**src/hdl/ffha_pkg.sv**
```systemverilog
// Package: shared types and codes for the first-fit heap allocator.
`default_nettype none
package ffha_pkg;
  localparam int unsigned AddrW = 32;
  localparam int unsigned LenW  = 24;
  localparam int unsigned StW   = 2;

  localparam logic [StW-1:0] ST_OK       = 2'd0;
  localparam logic [StW-1:0] ST_FULL     = 2'd1;
  localparam logic [StW-1:0] ST_UNKNOWN  = 2'd2;
  localparam logic [StW-1:0] ST_OVERFLOW = 2'd3;

  localparam logic REQ_ALLOC = 1'b0;
  localparam logic REQ_FREE  = 1'b1;

  // One table entry.
  typedef struct packed {
    logic [AddrW-1:0] start;
    logic [AddrW-1:0] length;
    logic             used;
  } seg_t;

  // Per-cycle command broadcast to every cell.
  typedef struct packed {
    logic             ins;     // shift up from index at
    logic             rem;     // shift down above at
    logic             wr;      // write entry at
    logic             wr2;     // write entry at2
    logic [9:0]       at;
    logic [9:0]       at2;
    seg_t             val;
    seg_t             val2;
  } cell_cmd_t;
endpackage
`default_nettype wire

```
**src/hdl/ffha_cell.sv**
```systemverilog
// Cell: holds one segment entry and shifts with its neighbors.
`default_nettype none
module ffha_cell
  import ffha_pkg::*;
#(
  parameter int unsigned Idx = 0
) (
  input  wire logic      clk_i,
  input  wire cell_cmd_t cmd_i,
  input  wire seg_t      lower_i,
  input  wire seg_t      upper_i,
  output seg_t           seg_o
);
  seg_t seg_q, seg_d;
  logic [9:0] idx;
  assign idx = 10'(Idx);

  always_comb begin
    seg_d = seg_q;
    if (cmd_i.ins && idx > cmd_i.at) seg_d = lower_i;
    if (cmd_i.rem && idx >= cmd_i.at) seg_d = upper_i;
    if (cmd_i.wr && idx == cmd_i.at) seg_d = cmd_i.val;
    if (cmd_i.wr2 && idx == cmd_i.at2) seg_d = cmd_i.val2;
  end

  always_ff @(posedge clk_i) begin
    seg_q <= seg_d;
  end
  assign seg_o = seg_q;
endmodule
`default_nettype wire

```
**config.mk**
```make
export PLATFORM = sky130hd
export DESIGN_NAME = ffha_cell
export DESIGN_NICKNAME = d
export VERILOG_FILES = /design/src/hdl/ffha_pkg.sv /design/src/hdl/ffha_cell.sv
export SDC_FILE = /design/constraint.sdc
export NUM_CORES = 1
export LEC_CHECK = 0
export BUFFER_PORTS_ARGS = -buffer_cell sky130_fd_sc_hd__clkbuf_2
export CAP_MARGIN = 30
export CORE_AREA = 2 2 137 139
export DETAILED_ROUTE_END_ITERATION = 16
export DIE_AREA = 0 0 139 141
export GPL_TIMING_DRIVEN = 0
export PLACE_DENSITY_LB_ADDON = 0.3
export SKIP_LAST_GASP = 1
export SLEW_MARGIN = 40
export SYNTH_ARGS = -nofsm -noshare
export SYNTH_HDL_FRONTEND = slang
export SYNTH_SLANG_ARGS = --single-unit
```
**constraint.sdc**
```tcl
create_clock -name clk_i -period 11.05 [get_ports clk_i]
set_input_delay 0.5525 -clock clk_i [delete_from_list [all_inputs] [get_ports clk_i]]
set_output_delay 0.5525 -clock clk_i [all_outputs]
set_load 0.02 [all_outputs]
```
==> flow_summary.toml, run 1 <==
[status]
status = "finished clean"

[timing]
min_period_ps = 2740
worst_slew_pin_slew_ps = 617
finalCritPeriodShare_pct = 24.8
hold_viol_final = 0
setup_viol = 0
fin_setup_tns_ps = 0
slew_headroom_pct = 58.7
maxSlewViolCount = 0
rsz0062_at_grt = "no"
holdWs_ps = 501
fmax_mhz = 365

[cts]
clockBufferDepth = 2
numCtsBuffers = 9
cts_root_buf = "clkbuf_16"
cts_sinks = 65
cts_resized = 0
h-tree-depth = 3
path_clk_slew_ps = 60
cts_tree = "built"
cts_hold_buf = 0
postCtsSetupRepairBufs = 0

[global_route]
grt.total_usage_pct = 15.8
antenna_found_initial = 0
grt_pass1_wl_mm = 23.4
grt_start_max_net_pins = 19
grt_pass1_vias = 4289
grt_overflow_total = 0

[power]
p_per_area_nw_per_um2 = 104
power.leakage_nw = 2.64
peakVddDrop_mv = 0.0655

[floorplanning]
core_um2 = 18300
io_pins = 350
fp-row-count = 50
die_h_um = 141
fp.dieW_um = 139
initial_utilization_pct = 19.2
die-area_um2 = 19600

[synthesis]
netlist_area_um2 = 3510
synth-seq-cells = 65
yosysWarnings = 0
syn_avg_cell_area_um2 = 9.37
syn_nets = 660
ys_seq_area_share_pct = 55.5
ys_types = 23
syn_inst = 375

[finish]
final_util_pct = 32.4
drive_gt1_share_pct = 50.9
largest_reg_flops = 65
nets = 1025
n_antenna_cell = 0
fin_cells = 977
syn2layout_area_growth_pct = 68.4

[setup_path]
critPathLaunchType = "input pin"
critPathKind = "input pin to flop"
required_ps = 11110
cp-end-kind = "flop"
path_max_fanout = 10
cp.arrival_ps = 2800

[place]
port_buffers = 348
place_inst = 963
dp.final_hpwl_mm = 13.0
place.gp.congestion = 0.794

[min_path]
holdPathStages = 3
worstHoldStart = "cmd_i[32]"
min_path_type = "input pin to flop"
hold_path_end = "seg_o[32]"

[drt]
drtAntennaViolNets = 0
first_iter_violations = 117
vias_per_cell = 4.44
drc = 0
routed_wl_mm = 16.0
first_pass_iters = 4
vias = 4334
wl_per_cell_um = 16.4

[run]
drv_cap = 0
-- cell type report --
| type | count | area (µm²) |
|---|---|---|
| fillers | 1986 | 12300 |
| flip-flops and latches | 65 | 1950 |
| repair buffers | 354 | 1820 |
| multi-input cells | 276 | 1430 |
| well taps | 234 | 293 |
| clock buffers | 10 | 229 |
| plain buffers | 33 | 140 |
| clock inverters | 4 | 46.3 |
| inverters | 1 | 3.75 |
-- worst max-delay path by stage --
stage | startpoint | end | slack (ps) | cells after the start
after floorplan | cmd_i[141] | seg_o[0] | 4850 | 3
after global placement | cmd_i[141] | seg_o[45] | 2110 | 4
after detailed placement | cmd_i[141] | seg_o[53] | 7860 | 7
after CTS | cmd_i[141] | seg_o[53] | 8210 | 7
after global routing | cmd_i[141] | seg_o[53] | 8140 | 7
final | cmd_i[141] | seg_o[53] | 8310 | 7
-- cells in the mapped netlist --
| cell type | count | area (µm²) |
|---|---|---|
| nand4_1 | 2 | 12.5 |
| nand3_1 | 2 | 10.0 |
| nor4_1 | 1 | 6.26 |
| o22ai_1 | 65 | 407 |
| clkbuf_1 | 24 | 90.1 |
| o21ai_1 | 110 | 551 |
| buf_2 | 6 | 30.0 |
| o21ai_0 | 20 | 100 |
| nor4b_1 | 1 | 8.76 |
| nor4_2 | 1 | 12.5 |
| nand2_1 | 65 | 244 |
| and3_1 | 1 | 6.26 |
| nor2_1 | 2 | 7.51 |
| edfxtp_1 | 65 | 1950 |
| nor2b_1 | 1 | 6.26 |
| and4b_1 | 1 | 10.0 |
| buf_4 | 2 | 15.0 |
| nor3b_1 | 1 | 7.51 |
| nor3_1 | 1 | 5.00 |
| inv_1 | 1 | 3.75 |
| buf_1 | 1 | 3.75 |
| a21oi_1 | 1 | 5.00 |
| nor4_4 | 1 | 21.3 |
-- power breakdown --
group / internal [mW] / switching (mW) / leakage, nW
Sequential: 0.272 / 0.0000856 / 0.584
Clock: 0.171 / 0.104 / 0.132
Combinational: 0.0455 / 0.0253 / 1.93
-- cell families after synthesis --
family / after synthesis / share of synthesized area (%)
AO/OA/AOI/OAI: 196 / 30.2
AND/OR/NAND/NOR: 80 / 10.2
flip-flops: 65 / 55.5
buffers and inverters: 34 / 4.06
-- placed cells by master (no fill, tap or decap), types with 2 or more instances in the layout --
cell type / Yosys / routed
clkbuf_2: 0 / 349
o21ai_1: 110 / 110
o22ai_1: 65 / 65
nand2_1: 65 / 65
edfxtp_1: 65 / 65
clkbuf_1: 24 / 24
o21ai_0: 20 / 19
clkbuf_16: 0 / 9
buf_2: 6 / 6
buf_8: 0 / 4
nor2_1: 2 / 2
nand3_1: 2 / 2
nand4_1: 2 / 2
buf_4: 2 / 2
buf_6: 0 / 2
-- critical path, cell delays in order --
cell and delay (ps):
clkbuf_2 90, nor4_2 380, nand4_1 570, buf_6 350
clkbuf_1 240, o22ai_1 500, o21ai_1 120
-- stage by stage --
stage                     power [mW]  instance area (µm²)  setup WS (ps)
after floorplan                0.293                 3510           4850
after global placement         0.347                 5550           2110
after detailed placement       0.348                 5640           7860
after CTS                      0.629                 5920           8210
after global routing           0.646                 5920           8140
final                          0.618                 5920           8310
-- layer usage --
layer	part of all wire (%)	wire length (µm)	global-route usage, %	up-vias
li1	-	-	-	2177
met1	42	6720	19.1	1895
met2	48	7690	27.1	238
met3	7.5	1200	3.70	24
met4	2.4	387	6.70	0
met5	0	0	0	-
Power figures use the tool's default switching activity.
==> run 2, diff against run 1 <==
- clock period: 11.05 -> 2.85 ns (I/O delays scaled with it)
==> flow_summary.toml, run 2 (synthesis results as in run 1) <==
[global_route]
grt_start_max_net_pins = 17
antenna_found_initial = 0
grt.total_usage_pct = 15.7
grt_overflow_total = 0
grt_pass1_wl_mm = 23.3
grt_pass1_vias = 4208

[finish]
final_util_pct = 32.3
nets = 1025
syn2layout_area_growth_pct = 68.0
fin_cells = 978
largest_reg_flops = 65
mostFrequentLayoutCells = "348 x clkbuf_2, 110 x o21ai_1, 65 x o22ai_1, 65 x nand2_1, 65 x edfxtp_1"
layout_commonest_cell = "clkbuf_2"
nFillCells = 1978
drive_gt1_share_pct = 50.9
n_antenna_cell = 0

[cts]
cts_root_buf = "clkbuf_16"
cts_tree = "built"
h-tree-depth = 3
clockBufferDepth = 2
numCtsBuffers = 9
postCtsSetupRepairBufs = 0
cts_hold_buf = 0
path_clk_slew_ps = 60
cts_sinks = 65
cts_resized = 0

[drt]
drtAntennaViolNets = 0
wl_per_cell_um = 16.5
vias = 4352
vias_per_cell = 4.45
first_pass_iters = 4
drc = 0
first_iter_violations = 79
routed_wl_mm = 16.1

[setup_path]
critPathLaunchType = "input pin"
required_ps = 2920
path_max_fanout = 10
cp_cell_sequence = "clkbuf_2, nor4_2, nand4_1, buf_6, clkbuf_1, o22ai_1, o21ai_1"
slowest_stage = "nand4_1"
cp-end-kind = "flop"
cp.arrival_ps = 2430
critPathKind = "input pin to flop"
slowest_delay_ps = 560

[min_path]
min_path_type = "input pin to flop"

[status]
status = "finished clean"

[power]
comb_power_share_pct = 11.8
switching_share_pct = 22.2
pwr-share-clk_pct = 42.9
p_per_area_nw_per_um2 = 393
p_int_mw = 1.81
switchingPower_mw = 0.517
peakVddDrop_mv = 0.252
power.leakage_nw = 2.63
totalPowerFinal_mw = 2.32
seqPwrFrac_pct = 45.4

[place]
pre_cts_slack_ps = 60.7
port_buffers = 348
place.gp.congestion = 0.849
dp.final_hpwl_mm = 13.2
place_inst = 963

[timing]
worst_slew_pin_slew_ps = 847
min_period_ps = 2360
finalWorstSetupSlack_ps = 489
setup_viol = 0
finalCritPeriodShare_pct = 82.8
fmax_mhz = 424
maxSlewViolCount = 0
fin_setup_tns_ps = 0
rsz0062_at_grt = "no"
hold_viol_final = 0
slew_headroom_pct = 43.5

[floorplanning]
fp.dieW_um = 139
die-area_um2 = 19600
fp-row-count = 50
core_um2 = 18300
io_pins = 350
die_h_um = 141
initial_utilization_pct = 19.2

[run]
drv_cap = 0
-- run 2: critical path, delay by kind of cell --
kind,cells,cell delay [ps]
AND/OR/NAND/NOR,2,990
buffers and inverters,3,710
AO/OA/AOI/OAI,2,580
-- run 2: final timing paths --
path / start / end / slack (ps) / cells after the start
setup / recovery: cmd_i[140] / seg_o[53] / 490 / 7
hold / removal: cmd_i[3] / seg_o[3] / 90 / 3
-- run 2: area by class of cell --
| cell class | instances | area, µm² | share of cell area, % |
|---|---|---|---|
| Tap cell | 234 | 293 | 4.96 |
| Timing Repair Buffer | 354 | 1820 | 30.9 |
| Sequential cell | 65 | 1950 | 33.1 |
| Multi-Input combinational cell | 276 | 1430 | 24.2 |
| Clock buffer | 9 | 225 | 3.81 |
| Clock inverter | 6 | 36.3 | 0.615 |
| Inverter | 1 | 3.75 | 0.0636 |
| Buffer | 33 | 139 | 2.35 |
-- run 2: power groups by stage --
stage / Sequential [mW] / Combinational [mW] / Clock [mW]
after CTS: 1.05 / 0.276 / 1.04
after global routing: 1.05 / 0.301 / 1.08
final: 1.05 / 0.273 / 0.996
after global placement: 1.07 / 0.270 / 0
after detailed placement: 1.07 / 0.274 / 0
after floorplan: 1.08 / 0.0606 / 0
-- run 2: metal layers --
layer / global-route usage, % / vias up / part of all wire, %
li1: - / 2183 / -
met1: 18.4 / 1933 / 41
met2: 27.9 / 222 / 50
met3: 4.28 / 14 / 7.8
met4: 5.42 / 0 / 1.5
met5: 0 / - / 0
-- run 2: through the flow --
step / hold slack [ps] / instance area [µm²]
CTS: 66.7 / 5900
global placement: 420 / 5550
global route: 73.1 / 5900
finish: 89.2 / 5900
detailed placement: 425 / 5640
floorplan: 330 / 3520
==> run 3, diff against run 2 <==
- clock period: 2.85 -> 2.2 ns (I/O delays scaled with it)
==> flow_summary.toml, run 3 (synthesis results as in run 1) <==
[status]
status = "finished clean"

[place]
placed_area_um2 = 5630
place.gp.congestion = 0.824
port_buffers = 348
pre_cts_slack_ps = -334
place_inst = 962
dp.final_hpwl_mm = 13.0

[timing]
rsz0062_at_grt = "no"
finalCritPeriodShare_pct = 89.7
worst_slew_pin_slew_ps = 542
maxSlewViolCount = 0
fin_setup_tns_ps = 0
min_period_ps = 1970
hold_viol_final = 0
finalWorstSetupSlack_ps = 226
setup_viol = 0
slew_headroom_pct = 63.9
fmax_mhz = 507

[global_route]
gr-usage-met2_pct = 28.3
grt_start_max_net_pins = 19
grt.total_usage_pct = 15.7
antenna_found_initial = 0
met3_usage_pct = 3.87
grt_pass1_wl_mm = 23.3
grtUsageMet1_pct = 18.6
grt_pass1_vias = 4273
top_usage_layer = "met2"
grt_overflow_total = 0

[drt]
drc = 0
drtAntennaViolNets = 0
vias_per_cell = 4.45
wl_per_cell_um = 16.2
routed_wl_mm = 16.0
vias = 4379
first_iter_violations = 163
first_pass_iters = 4

[min_path]
worstHoldStart = "cmd_i[1]"
hold_path_end = "seg_o[1]"
min_path_type = "input pin to flop"
holdPathStages = 3

[finish]
fin_cells = 985
n_antenna_cell = 0
drive_gt1_share_pct = 51.1
layout_commonest_cell = "clkbuf_2"
nFillCells = 1956
mostFrequentLayoutCells = "349 x clkbuf_2, 110 x o21ai_1, 65 x o22ai_1, 65 x nand2_1, 65 x edfxtp_1"
nets = 1031
syn2layout_area_growth_pct = 69.2
stdcell_area_um2 = 5950
largest_reg_flops = 65

[setup_path]
critPathKind = "input pin to flop"
required_ps = 2230
critPathLaunchType = "input pin"
path_max_fanout = 17
cp.arrival_ps = 2000
cp-end-kind = "flop"

[floorplanning]
io_pins = 350
fp.dieW_um = 139
core_um2 = 18300
initial_utilization_pct = 19.2
die-area_um2 = 19600
fp-row-count = 50
die_h_um = 141

[cts]
cts_tree = "built"
clockBufferDepth = 2
cts_hold_buf = 0
h-tree-depth = 3
numCtsBuffers = 9
path_clk_slew_ps = 60
cts_root_buf = "clkbuf_16"
cts_sinks = 65

[power]
power.leakage_nw = 2.66
peakVddDrop_mv = 0.314
p_per_area_nw_per_um2 = 506

[run]
drv_cap = 0
-- run 3: cell count changes in the layout (fill, tap and decap cells not counted) --
cell,previous run,this run
clkinvlp_4,3,2
clkinv_4,0,1
clkinv_2,2,0
clkinv_1,1,3
clkbuf_2,348,349
buf_4,2,9
buf_8,4,3
-- run 3: area by class of cell --
type                       count  area (µm²)  area share (%)
inverter                       1        3.75          0.0631
clock buffer                  10         229            3.85
buffer                        33         140            2.36
multi-input combinational    276        1430            24.1
timing repair buffer         360        1860            31.3
tap                          234         293            4.92
sequential                    65        1950            32.8
clock inverter                 6        35.0           0.589
-- run 3: per-layer routing --
metal | part of all wire (%) | wire (µm)
met1 | 41 | 6590
met2 | 51 | 8120
met3 | 7.0 | 1120
met4 | 1.1 | 170
met5 | 0 | 0
-- run 3: power by group --
part | internal (mW) | switching, mW
Combinational | 0.229 | 0.126
Sequential | 1.36 | 0.000461
Clock | 0.752 | 0.538
Total | 2.35 | 0.664
-- run 3: what timing repair did --
action	4_1_cts	5_1_grt
endpoints found under the setup margin	0	19
setup buffers	0	7
resized for setup	0	0
-- run 3: through the flow --
step	total power [mW]	utilization (%)	hold slack, ps
after floorplan	1.47	-	297
after global placement	1.74	30.4	391
after detailed placement	1.75	30.8	396
after CTS	3.07	32.3	37.0
after global routing	3.15	32.5	49.1
final	3.01	32.5	55.7
-- run 3: critical path: stages --
cell and delay [ps]:
clkbuf_2 80, nor4b_1 390, nand3_1 160, clkbuf_2 300, clkbuf_1 310, o21ai_4 180, buf_4 250, buf_8 200
-- run 3: worst max path at each step --
stage                 to        from  depth (start not counted)  slack [ps]
2_1_floorplan   seg_o[0]  cmd_i[141]                          3          30
3_3_place_gp   seg_o[45]  cmd_i[149]                          4        -730
3_5_place_dp   seg_o[45]  cmd_i[132]                          8        -330
4_1_cts        seg_o[46]  cmd_i[132]                          8          20
5_1_grt        seg_o[18]  cmd_i[132]                          8          20
6_report       seg_o[18]  cmd_i[132]                          8         230
